## config.mk

```make
export PLATFORM = sky130hd
export DESIGN_NAME = pid_controller_step
export DESIGN_NICKNAME = d
export VERILOG_FILES = /design/src/rtl/core/pidc_pkg.sv /design/src/rtl/core/pidc_front.sv /design/src/rtl/core/pidc_integ.sv /design/src/rtl/core/pidc_out.sv /design/src/rtl/core/pid_controller_step.sv
export SDC_FILE = /design/constraint.sdc
export NUM_CORES = 2
export LEC_CHECK = 0
export BUFFER_PORTS_ARGS = -buffer_cell sky130_fd_sc_hd__buf_2
export CORE_MARGIN = 2
export CORE_UTILIZATION = 55
export CTS_CLUSTER_SIZE = 25
export DETAILED_ROUTE_END_ITERATION = 10
export PLACE_DENSITY = 0.74
export SYNTH_ARGS = -nofsm -noshare
export SYNTH_HDL_FRONTEND = slang
export SYNTH_HIERARCHICAL = 1
export SYNTH_SLANG_ARGS = --single-unit
```

## constraint.sdc

```tcl
create_clock -name i_clk -period 7.5 [get_ports i_clk]
set_input_delay 1.125 -clock i_clk [delete_from_list [all_inputs] [get_ports i_clk]]
set_output_delay 1.125 -clock i_clk [all_outputs]
set_load 0.05 [all_outputs]
```

## src/rtl/core/pidc_pkg.sv

```systemverilog
// ----------------------------------------------------------------------------
// pidc_pkg
// Types and fixed constants shared by the PID controller step block.
// ----------------------------------------------------------------------------
`default_nettype none

package pidc_pkg;

    // Output scaling: the term sum is divided by SCALE, truncating toward zero
    localparam int unsigned SCALE       = 128;
    localparam int unsigned SCALE_SHIFT = $clog2(SCALE);

    localparam logic signed [15:0] DRIVE_LIMIT    = 16'sd32767;
    localparam logic signed [31:0] DRIVE_LIMIT_W  = 32'sd32767;
    localparam logic signed [31:0] INTEGRAL_LIMIT = 32'sd1073741823;

    // Configuration register indexes
    localparam int unsigned CFG_IDX_W = 3;
    localparam logic [CFG_IDX_W-1:0] CFG_PROP_GAIN      = 3'd0;
    localparam logic [CFG_IDX_W-1:0] CFG_INTEG_GAIN     = 3'd1;
    localparam logic [CFG_IDX_W-1:0] CFG_DERIV_GAIN     = 3'd2;
    localparam logic [CFG_IDX_W-1:0] CFG_ERROR_BOUND    = 3'd3;
    localparam logic [CFG_IDX_W-1:0] CFG_INTEGRAL_BOUND = 3'd4;

    localparam logic [14:0] RST_PROP_GAIN      = 15'd128;
    localparam logic [14:0] RST_INTEG_GAIN     = 15'd0;
    localparam logic [14:0] RST_DERIV_GAIN     = 15'd0;
    localparam logic [14:0] RST_ERROR_BOUND    = 15'd254;
    localparam logic [29:0] RST_INTEGRAL_BOUND = 30'd1073741823;

    // Integrator clamp outcome
    typedef enum logic [1:0] {
        ISAT_NONE = 2'd0,
        ISAT_POS  = 2'd1,
        ISAT_NEG  = 2'd2
    } t_isat;

    // Front stage result: P and D terms, updated accumulator, clamp outcome
    typedef struct packed {
        logic signed [15:0] p_term;
        logic signed [15:0] d_term;
        logic signed [31:0] error_sum;
        t_isat              isat;
    } t_front;

    // Integral stage result: all three terms
    typedef struct packed {
        logic signed [15:0] p_term;
        logic signed [31:0] i_term;
        logic signed [15:0] d_term;
    } t_terms;

endpackage

`default_nettype wire

```

## src/rtl/core/pidc_front.sv

```systemverilog
// ----------------------------------------------------------------------------
// pidc_front
// Error, P and D terms, and the clamped integrator state update.
// ----------------------------------------------------------------------------
`default_nettype none

module pidc_front (
    input  wire logic                  i_clk,
    input  wire logic                  i_rst_n,
    input  wire logic                  i_step,
    input  wire logic                  i_drain,
    input  wire logic                  i_cmd,
    input  wire logic signed [15:0]    i_set_point,
    input  wire logic signed [15:0]    i_measurement,
    input  wire logic [14:0]           i_prop_gain,
    input  wire logic [14:0]           i_deriv_gain,
    input  wire logic [14:0]           i_error_bound,
    input  wire logic [29:0]           i_integral_bound,
    output logic                       o_valid,
    output pidc_pkg::t_front           o_front
);

    logic signed [31:0] r_error_sum;
    logic signed [15:0] r_prev_meas;
    logic               r_valid;
    pidc_pkg::t_front   r_front;

    logic signed [15:0] err;
    logic signed [16:0] err_x;
    logic signed [16:0] eb_pos;
    logic signed [16:0] eb_neg;
    logic signed [31:0] p_prod;
    logic signed [15:0] d_diff;
    logic signed [31:0] d_prod;
    logic signed [32:0] acc_sum;
    logic signed [32:0] ib_pos;
    logic signed [32:0] ib_neg;
    pidc_pkg::t_front   n_front;
    logic signed [31:0] n_error_sum;

    always_comb begin
        err    = i_set_point - i_measurement;
        err_x  = $signed({err[15], err});
        eb_pos = $signed({2'b00, i_error_bound});
        eb_neg = -eb_pos;
        p_prod = $signed({1'b0, i_prop_gain}) * err;

        d_diff = r_prev_meas - i_measurement;
        d_prod = $signed({1'b0, i_deriv_gain}) * d_diff;

        acc_sum = $signed({r_error_sum[31], r_error_sum}) + $signed({{17{err[15]}}, err});
        ib_pos  = $signed({3'b000, i_integral_bound});
        ib_neg  = -ib_pos;

        if (err_x > eb_pos) begin
            n_front.p_term = pidc_pkg::DRIVE_LIMIT;
        end else if (err_x < eb_neg) begin
            n_front.p_term = -pidc_pkg::DRIVE_LIMIT;
        end else begin
            n_front.p_term = p_prod[15:0];
        end

        if (acc_sum > ib_pos) begin
            n_error_sum  = ib_pos[31:0];
            n_front.isat = pidc_pkg::ISAT_POS;
        end else if (acc_sum < ib_neg) begin
            n_error_sum  = ib_neg[31:0];
            n_front.isat = pidc_pkg::ISAT_NEG;
        end else begin
            n_error_sum  = acc_sum[31:0];
            n_front.isat = pidc_pkg::ISAT_NONE;
        end

        n_front.d_term    = d_prod[15:0];
        n_front.error_sum = n_error_sum;
    end

    // State moves once per request, as it leaves the input register
    always_ff @(posedge i_clk) begin
        if (!i_rst_n) begin
            r_error_sum <= '0;
            r_prev_meas <= '0;
            r_valid     <= 1'b0;
        end else begin
            if (i_step) begin
                if (i_cmd) begin
                    r_error_sum <= '0;
                end else begin
                    r_error_sum <= n_error_sum;
                    r_prev_meas <= i_measurement;
                end
            end
            if (i_step && !i_cmd) begin
                r_valid <= 1'b1;
            end else if (i_drain) begin
                r_valid <= 1'b0;
            end
        end
    end

    always_ff @(posedge i_clk) begin
        if (i_step && !i_cmd) begin
            r_front <= n_front;
        end
    end

    assign o_valid = r_valid;
    assign o_front = r_front;

endmodule

`default_nettype wire

```

## src/rtl/core/pidc_integ.sv

```systemverilog
// ----------------------------------------------------------------------------
// pidc_integ
// Integral term: gain times accumulator, or the limit when clamped.
// ----------------------------------------------------------------------------
`default_nettype none

module pidc_integ (
    input  wire logic              i_clk,
    input  wire logic              i_rst_n,
    input  wire logic              i_load,
    input  wire logic              i_drain,
    input  wire pidc_pkg::t_front  i_front,
    input  wire logic [14:0]       i_integ_gain,
    output logic                   o_valid,
    output pidc_pkg::t_terms       o_terms
);

    logic               r_valid;
    pidc_pkg::t_terms   r_terms;
    logic signed [47:0] i_prod;
    pidc_pkg::t_terms   n_terms;

    always_comb begin
        i_prod = $signed({1'b0, i_integ_gain}) * i_front.error_sum;
        n_terms.p_term = i_front.p_term;
        n_terms.d_term = i_front.d_term;
        case (i_front.isat)
            pidc_pkg::ISAT_POS: n_terms.i_term = pidc_pkg::INTEGRAL_LIMIT;
            pidc_pkg::ISAT_NEG: n_terms.i_term = -pidc_pkg::INTEGRAL_LIMIT;
            default:            n_terms.i_term = i_prod[31:0];
        endcase
    end

    always_ff @(posedge i_clk) begin
        if (!i_rst_n) begin
            r_valid <= 1'b0;
        end else if (i_load) begin
            r_valid <= 1'b1;
        end else if (i_drain) begin
            r_valid <= 1'b0;
        end
    end

    always_ff @(posedge i_clk) begin
        if (i_load) begin
            r_terms <= n_terms;
        end
    end

    assign o_valid = r_valid;
    assign o_terms = r_terms;

endmodule

`default_nettype wire

```

## src/rtl/core/pidc_out.sv

```systemverilog
// ----------------------------------------------------------------------------
// pidc_out
// Term sum, scaling toward zero, drive clamp and the result register.
// ----------------------------------------------------------------------------
`default_nettype none

module pidc_out (
    input  wire logic              i_clk,
    input  wire logic              i_rst_n,
    input  wire logic              i_load,
    input  wire logic              i_drain,
    input  wire pidc_pkg::t_terms  i_terms,
    output logic                   o_valid,
    output logic signed [15:0]     o_drive
);

    localparam logic signed [31:0] BIAS = 32'(pidc_pkg::SCALE - 1);

    logic               r_valid;
    logic signed [15:0] r_drive;
    logic signed [31:0] sum;
    logic signed [31:0] quo;
    logic signed [15:0] n_drive;

    always_comb begin
        sum = $signed({{16{i_terms.p_term[15]}}, i_terms.p_term}) + i_terms.i_term
            + $signed({{16{i_terms.d_term[15]}}, i_terms.d_term});
        // bias negatives so the shift truncates toward zero
        quo = (sum + (sum[31] ? BIAS : 32'sd0)) >>> pidc_pkg::SCALE_SHIFT;
        if (quo > pidc_pkg::DRIVE_LIMIT_W) begin
            n_drive = pidc_pkg::DRIVE_LIMIT;
        end else if (quo < -pidc_pkg::DRIVE_LIMIT_W) begin
            n_drive = -pidc_pkg::DRIVE_LIMIT;
        end else begin
            n_drive = quo[15:0];
        end
    end

    always_ff @(posedge i_clk) begin
        if (!i_rst_n) begin
            r_valid <= 1'b0;
        end else if (i_load) begin
            r_valid <= 1'b1;
        end else if (i_drain) begin
            r_valid <= 1'b0;
        end
    end

    always_ff @(posedge i_clk) begin
        if (i_load) begin
            r_drive <= n_drive;
        end
    end

    assign o_valid = r_valid;
    assign o_drive = r_drive;

endmodule

`default_nettype wire

```

## src/rtl/core/pid_controller_step.sv

```systemverilog
// ----------------------------------------------------------------------------
// pid_controller_step
// Discrete PID controller step with anti-windup, fully pipelined.
// ----------------------------------------------------------------------------
// One request is taken per clock while o_stall is low. A compute request
// passes through the input register, error/P/D/integrator stage, integral
// multiply stage, then the sum, scale and clamp into the result register.
// The integrator update is the loop that lets the next request follow
// directly. A clear request zeroes the integrator as it leaves the input
// register and produces no result. Stall on the result side back-pressures
// the whole pipe; configuration is taken on any cycle.
`default_nettype none

module pid_controller_step (
    input  wire logic                                i_clk,
    input  wire logic                                i_rst_n,
    input  wire logic                                i_valid,
    output logic                                     o_stall,
    input  wire logic                                i_cmd,
    input  wire logic signed [15:0]                  i_set_point,
    input  wire logic signed [15:0]                  i_measurement,
    output logic                                     o_valid,
    input  wire logic                                i_stall,
    output logic signed [15:0]                       o_drive,
    input  wire logic                                i_cfg_valid,
    output logic                                     o_cfg_ready,
    input  wire logic [pidc_pkg::CFG_IDX_W-1:0]      i_cfg_index,
    input  wire logic [29:0]                         i_cfg_data
);

    logic [14:0] r_prop_gain;
    logic [14:0] r_integ_gain;
    logic [14:0] r_deriv_gain;
    logic [14:0] r_error_bound;
    logic [29:0] r_integral_bound;

    logic               r_in_valid;
    logic               r_in_cmd;
    logic signed [15:0] r_in_sp;
    logic signed [15:0] r_in_mv;

    logic             front_valid;
    pidc_pkg::t_front front_data;
    logic             integ_valid;
    pidc_pkg::t_terms integ_data;
    logic             out_valid;

    logic out_free;
    logic integ_free;
    logic front_free;
    logic adv_in;
    logic adv_front;
    logic adv_integ;
    logic accept;

    // Pipe advance, from the result end back
    always_comb begin
        out_free   = !out_valid || !i_stall;
        adv_integ  = integ_valid && out_free;
        integ_free = !integ_valid || out_free;
        adv_front  = front_valid && integ_free;
        front_free = !front_valid || integ_free;
        adv_in     = r_in_valid && (r_in_cmd || front_free);
        o_stall    = r_in_valid && !adv_in;
        accept     = i_valid && !o_stall;
    end

    assign o_cfg_ready = 1'b1;

    always_ff @(posedge i_clk) begin
        if (!i_rst_n) begin
            r_prop_gain      <= pidc_pkg::RST_PROP_GAIN;
            r_integ_gain     <= pidc_pkg::RST_INTEG_GAIN;
            r_deriv_gain     <= pidc_pkg::RST_DERIV_GAIN;
            r_error_bound    <= pidc_pkg::RST_ERROR_BOUND;
            r_integral_bound <= pidc_pkg::RST_INTEGRAL_BOUND;
        end else if (i_cfg_valid) begin
            unique case (i_cfg_index)
                pidc_pkg::CFG_PROP_GAIN:      r_prop_gain      <= i_cfg_data[14:0];
                pidc_pkg::CFG_INTEG_GAIN:     r_integ_gain     <= i_cfg_data[14:0];
                pidc_pkg::CFG_DERIV_GAIN:     r_deriv_gain     <= i_cfg_data[14:0];
                pidc_pkg::CFG_ERROR_BOUND:    r_error_bound    <= i_cfg_data[14:0];
                pidc_pkg::CFG_INTEGRAL_BOUND: r_integral_bound <= i_cfg_data;
                default: ;
            endcase
        end
    end

    always_ff @(posedge i_clk) begin
        if (!i_rst_n) begin
            r_in_valid <= 1'b0;
        end else if (accept) begin
            r_in_valid <= 1'b1;
        end else if (adv_in) begin
            r_in_valid <= 1'b0;
        end
    end

    always_ff @(posedge i_clk) begin
        if (accept) begin
            r_in_cmd <= i_cmd;
            r_in_sp  <= i_set_point;
            r_in_mv  <= i_measurement;
        end
    end

    pidc_front u_front (
        .i_clk            (i_clk),
        .i_rst_n          (i_rst_n),
        .i_step           (adv_in),
        .i_drain          (adv_front),
        .i_cmd            (r_in_cmd),
        .i_set_point      (r_in_sp),
        .i_measurement    (r_in_mv),
        .i_prop_gain      (r_prop_gain),
        .i_deriv_gain     (r_deriv_gain),
        .i_error_bound    (r_error_bound),
        .i_integral_bound (r_integral_bound),
        .o_valid          (front_valid),
        .o_front          (front_data)
    );

    pidc_integ u_integ (
        .i_clk        (i_clk),
        .i_rst_n      (i_rst_n),
        .i_load       (adv_front),
        .i_drain      (adv_integ),
        .i_front      (front_data),
        .i_integ_gain (r_integ_gain),
        .o_valid      (integ_valid),
        .o_terms      (integ_data)
    );

    pidc_out u_out (
        .i_clk   (i_clk),
        .i_rst_n (i_rst_n),
        .i_load  (adv_integ),
        .i_drain (out_valid && !i_stall),
        .i_terms (integ_data),
        .o_valid (out_valid),
        .o_drive (o_drive)
    );

    assign o_valid = out_valid;

endmodule

`default_nettype wire

```

# Yosys cells after proc, flatten, opt, wreduce, memory -nomap -nowiden

Index checks and enable logic that the tools add are counted.

Register bits: 321
Input port bits: 71
Output and inout bits: 19
Logic and storage cells: 95

Add/subtract/negate cells: 8
Multiply operators: 3
Order comparisons: 6
Eq/ne operators: 6
Multiplexer cells: 16
Bitwise operators: 1
Reductions and logical operators: 31

Operators with widths:

| kind                                                            | count |
|---|---|
| two-way mux 32 bit                                              | 3 |
| case mux 32 bit (2 select lines)                                | 1 |
| adder 32 x 16 -> 33 bit                                         | 1 |
| greater-than comparator 33 x 31 -> 1 bit                        | 1 |
| < comparator 33 bit                                             | 1 |
| negation 30 -> 33 bit                                           | 1 |
| adder 16 x 32 -> 32 bit                                         | 1 |
| adder 32 x 16 -> 32 bit                                         | 1 |
| adder 32 x 8 -> 32 bit                                          | 1 |
| multiplier 16 x 16 -> 16 bit                                    | 2 |
| multiplier 16 x 32 -> 32 bit                                    | 1 |
| two-way mux 16 bit                                              | 2 |
| subtractor 16 bit                                               | 2 |
| greater-than comparator 25 x 16 -> 1 bit, second input constant | 1 |
| < comparator 25 x 16 -> 1 bit, second input constant            | 1 |
| < comparator 16 x 17 -> 1 bit                                   | 1 |
| negation 15 -> 17 bit                                           | 1 |
| greater-than comparator 16 bit                                  | 1 |
| AND reduction 2 bit                                             | 6 |
| two-way mux 1 bit                                               | 8 |
| nonzero test 2 bit                                              | 4 |
| logical AND 1 bit                                               | 7 |
| zero test 1 bit                                                 | 7 |
| two-way mux 7 bit                                               | 1 |
| other kinds (10)                                                | 15 |

# Depth between registers and ports, before layout

Depth after elaboration: 11
Gate-level depth with buffers: 39
Depth with buffers taken out: 37

# Cells and area by module

Netlist, hierarchy kept.

Modules (own cells, without submodules):

| module              | times used | cells an instance | area each (um2) | seq. area each (um2) |
|---|---|---|---|---|
| pidc_front          | 1          | 2201              | 18949.4         | 2962.8 |
| pidc_integ          | 1          | 1425              | 13440.4         | 1941.9 |
| pidc_out            | 1          | 554               | 4723.3          | 500.5 |
| pid_controller_step | 1          | 397               | 4683.2          | 2812.7 |

# Least setup slack after synthesis

OpenSTA, ideal clock, no wires.

Path kind: reg-to-reg
Start point: register r_in_sp[0]
End point: register u_front.r_front, in the netlist u_front/o_front[65] (data pin)
Library setup time: 271 ps
Arrival time: 8046 ps
Data required time: 7229 ps
Path slack: -816 ps
Cell stages (with the launch flop): 35
Path buffers: 0
Clock period less this slack: 8316 ps
Path through: edfxtp_1 > inv_1 > ha_1 > inv_1 > fa_1 > a211oi_1 > nor2_1 > o21a_1 > o41a_1 > a311oi_1 > a21oi_1 > xor2_1 > and2_1 > fa_1 > inv_1 > fa_1 > inv_1 > fa_1 > fa_1 > inv_1 > fa_1 > fa_1 > xnor2_1 > xnor2_1 > xnor2_1 > xnor2_1 > xnor2_1 > xnor3_1 > xnor3_1 > xnor2_1 > xnor2_1 > xnor3_1 > xor3_1 > xor2_1 > a21oi_1

Cells in the longest elaborated chain, start to end: 3
Elaborated cells on any way between the ends: 5
Classes of those cells: add/sub: 1; mul: 1; order compare: 2; mux: 1

Ends and longest elaborated chain:

| item                                                                          | line                               | RTL |
|---|---|---|
| start: declaration                                                            | pid_controller_step.sv:39          | `logic signed [15:0] r_in_sp;` |
| start signal: assignment                                                      | pid_controller_step.sv:102         | `r_in_sp <= i_set_point;` |
| subtractor 16 bit *                                                           | pidc_front.sv:42                   | `err = i_set_point - i_measurement;` |
| multiplier 16 x 16 -> 16 bit or < comparator 16 x 17 -> 1 bit (tied branches) | pidc_front.sv:46, pidc_front.sv:57 |  |
| two-way mux 16 bit                                                            | pidc_front.sv:57                   | `end else if (err_x < eb_neg) begin` |
| end signal: assignment                                                        | pidc_front.sv:103                  | `r_front <= n_front;` |
| end: declaration                                                              | pidc_front.sv:26                   | `pidc_pkg::t_front r_front;` |

Mark *: on every way between the ends. The rest lies on a longest branch, timed or not.
A chain may end at the register's enable or synchronous reset.

# Final worst setup path

Same ends and word-level chain as after synthesis.

==> qor.yml <==
grt_max_degree: 104
drive_gt1_frac: 0.1303
cts_made_buffers: 39
setup_ws_ns: -0.6613
multi_input_area_um2: 31030
synthArstFlopShare: 0
peakVddDrop_mv: 0.1892
synth_ff_type: "edfxtp_1"
clock_tree.root_cell: "clkbuf_16"
wl_met3_um: 6785
final_common_cell: "inv_1"
finish.utilization: 0.6172
internal_power_w: 0.005637
grt_pass1_vias: 32750
start_util: 0.5531
worst_setup_hold_path_clk_slew_ns: 0.06
cp.arrival_ns: 8.46
holdWs_ns: 0.4121
grt_overflow: 0
numPortBuffers: 88
worstSetupPathType: "register to register"
dr_total_vias: 32540
drv_cap: 0
combPwrFrac: 0.565
cpMaxStageDelayCell: "fa_1"
routedLengthMet1_um: 45910
yosys_warnings: 6
syn_nets: 5520
crit_fanout: 3
layout.nets: 5688
fp.coreArea_um2: 75570
diodes: 0
min_period_ns: 8.161
drtIter0Drc: 2494
rows: 101
cts_max_path_buffers: 3
netlist_area_um2: 41800
io_pins: 90
fin_crit_sh: 1.088
gp_congestion: 0.9383
critical_path.most_common_cell: "xnor2_1"
fin_skew_ns: 0.02764
fillers: 6223
drt-total-wl_um: 106700
final_cell_mix: "695 x inv_1, 599 x nand2_1, 474 x fa_1, 372 x ha_1, 300 x and2_1"
cts.sink_count: 321
cts_max_level: 2
p_total_w: 0.009760
grt_usage: 0.2725
clock_latency_ns: 0.58
synth.distinct_cells: 123
antenna_found_initial: 0
power_frac_seq: 0.238
synth_seq_area_share: 0.1966
top_layer_used: "met4"
via_per_inst: 5.656
fp.dieH_um: 279.7
regArea_um2: 8218
worstMarginPinSlew_ns: 1.152
synth_seq_cells: 321
violations: "negative setup slack"
antenna_left: 0
place_inst: 5651
cpPeakStageDelay_ns: 0.55
critPathLaunchType: "register"
route.detailed.drc: 0
rsz0062_at_grt: "yes"
fp.dieW_um: 279.7
place_ws_ns: -0.6875
switching_power_w: 0.004123
hold_class: "register to register"
grt_first_pass_wirelength_um: 170900
dr.pass1.iters: 5
postSynthCellCount: 4577
p_per_area_nw_per_um2: 209.3
setup-violations-final: 2
wire_per_inst_um: 18.54
fp.dieArea_um2: 78220
synth-edff-count: 179
slew_viol_final: 0
syn2layout_area_growth_pct: 11.59
cts_tree: "done"
critPathRequiredTime_ns: 7.80
status: "complete, but fails checks"
avgSynthCellArea_um2: 9.132
leakage_nw: 21.57
max_freq_mhz: 122.5
cp-end-kind: "register"
fin_cells: 5753
dpl.hpwl_um: 81360
p_clk_frac: 0.197
slew-limit-headroom: 0.2274
finalHoldViolations: 0
route.met2.wl_um: 51350
swShare: 0.4224
Yosys cell counts (16+ instances only):
cell	number	share of area
edfxtp_1	179	0.13
nor2_1	112	0.010
xor2_1	54	0.011
a22o_1	19	0.0040
mux2i_1	105	0.025
buf_2	24	0.0029
nor3_1	67	0.0080
and2_1	304	0.046
ha_1	391	0.12
nand3_1	65	0.0078
a21oi_1	164	0.020
dfxtp_1	142	0.068
o21a_1	35	0.0063
a21oi_2	19	0.0040
and3_1	16	0.0024
a21boi_0	24	0.0043
inv_1	698	0.063
clkbuf_1	140	0.013
a21o_1	69	0.012
o21ai_0	95	0.011
fa_1	481	0.23
nand4_1	40	0.0060
a211oi_1	25	0.0045
o31ai_1	23	0.0041
nand2_1	603	0.054
xnor2_1	187	0.039
o21bai_1	21	0.0038
nor2b_1	120	0.018
nand2b_1	35	0.0052
state kept, by name (all words and copies together) (netlist names), 15 cells and up:
signal               cells
r_prop_gain             15
u_front/o_front         66
r_in_sp                 16
u_out/o_drive           16
r_error_bound           15
u_front/r_prev_meas     16
u_front/r_error_sum     32
r_deriv_gain            15
r_integral_bound        30
r_in_mv                 16
u_integ/o_terms         64
r_integ_gain            15
worst paths after layout:
| check | cells after the start | from | slack [ns] | endpoint |
|---|---|---|---|---|
| setup reg to reg | 34 | r_in_sp[0]$_DFFE_PP_ | -0.66 | u_front/o_front[65]$_SDFFCE_PN0P_ |
| hold / removal | 0 | u_front/o_front[52]$_SDFFCE_PN1P_ | 0.41 | u_integ/o_terms[50]$_DFFE_PP_ |
| setup / recovery | 34 | r_in_sp[0]$_DFFE_PP_ | -0.66 | u_front/o_front[65]$_SDFFCE_PN0P_ |
| hold reg to reg | 0 | u_front/o_front[52]$_SDFFCE_PN1P_ | 0.41 | u_integ/o_terms[50]$_DFFE_PP_ |
what timing repair did:
| item | in CTS | in global routing |
|---|---|---|
| gates cloned | 0 | 4 |
| buffers inserted | 5 | 26 |
| endpoints found under the setup margin | 67 | 71 |
| endpoints found under the hold margin | 0 | 0 |
| gates resized for setup | 27 | 159 |
| pin swaps | 27 | 92 |
| hold buffers | 0 | 0 |
power groups by stage:
| stage | Combinational [W] | Sequential [W] | Clock (W) |
|---|---|---|---|
| after floorplan | 0.00331 | 0.00223 | 0 |
| after global placement | 0.00468 | 0.00235 | 0 |
| after detailed placement | 0.00476 | 0.00235 | 0 |
| after CTS | 0.00483 | 0.00232 | 0.00196 |
| after global routing | 0.00600 | 0.00234 | 0.00203 |
| final | 0.00551 | 0.00233 | 0.00192 |
cell families (layout without fill, tap and decap cells):
kind of cell | Yosys count | count (layout) | share of synthesized area
simple gates | 1477 | 1477 | 0.1792
buf+inv | 884 | 1082 | 0.08250
fa+ha+maj | 874 | 874 | 0.3479
compound gates | 660 | 660 | 0.1124
flops | 321 | 321 | 0.1966
xor+xnor | 249 | 249 | 0.05454
mux | 111 | 111 | 0.02676
other cells | 1 | 1 | 0.00008972
cell type report:
class,count,area share
multi-input cells,3372,0.6652
clock buffers,46,0.02194
flip-flops and latches,321,0.1762
clock inverters,25,0.005419
inverters,700,0.05642
well taps,978,0.02624
repair buffers,311,0.04856
through the flow:
stage | instance area (um2) | setup TNS [ns]
global route | 46640 | -5.750
global placement | 44210 | -3.868
finish | 46640 | -0.6968
floorplan | 41850 | -0.2953
CTS | 45660 | -0.7301
detailed placement | 44210 | -10.27
worst max-delay path, delay by kind of cell, from the launching register on:
family | cells | cell delay [ns]
fa+ha+maj | 8 | 3.16
xor+xnor | 13 | 2.43
compound gates | 5 | 1.22
buf+inv | 6 | 0.44
flops | 1 | 0.35
simple gates | 2 | 0.27
metal layers:
| layer | vias to the layer above | global-route usage |
|---|---|---|
| li1 | 15340 | - |
| met1 | 15960 | 0.3706 |
| met2 | 1058 | 0.4599 |
| met3 | 180 | 0.03586 |
| met4 | 0 | 0.07103 |
| met5 | - | 0 |
(Power assumes the default switching activity.)
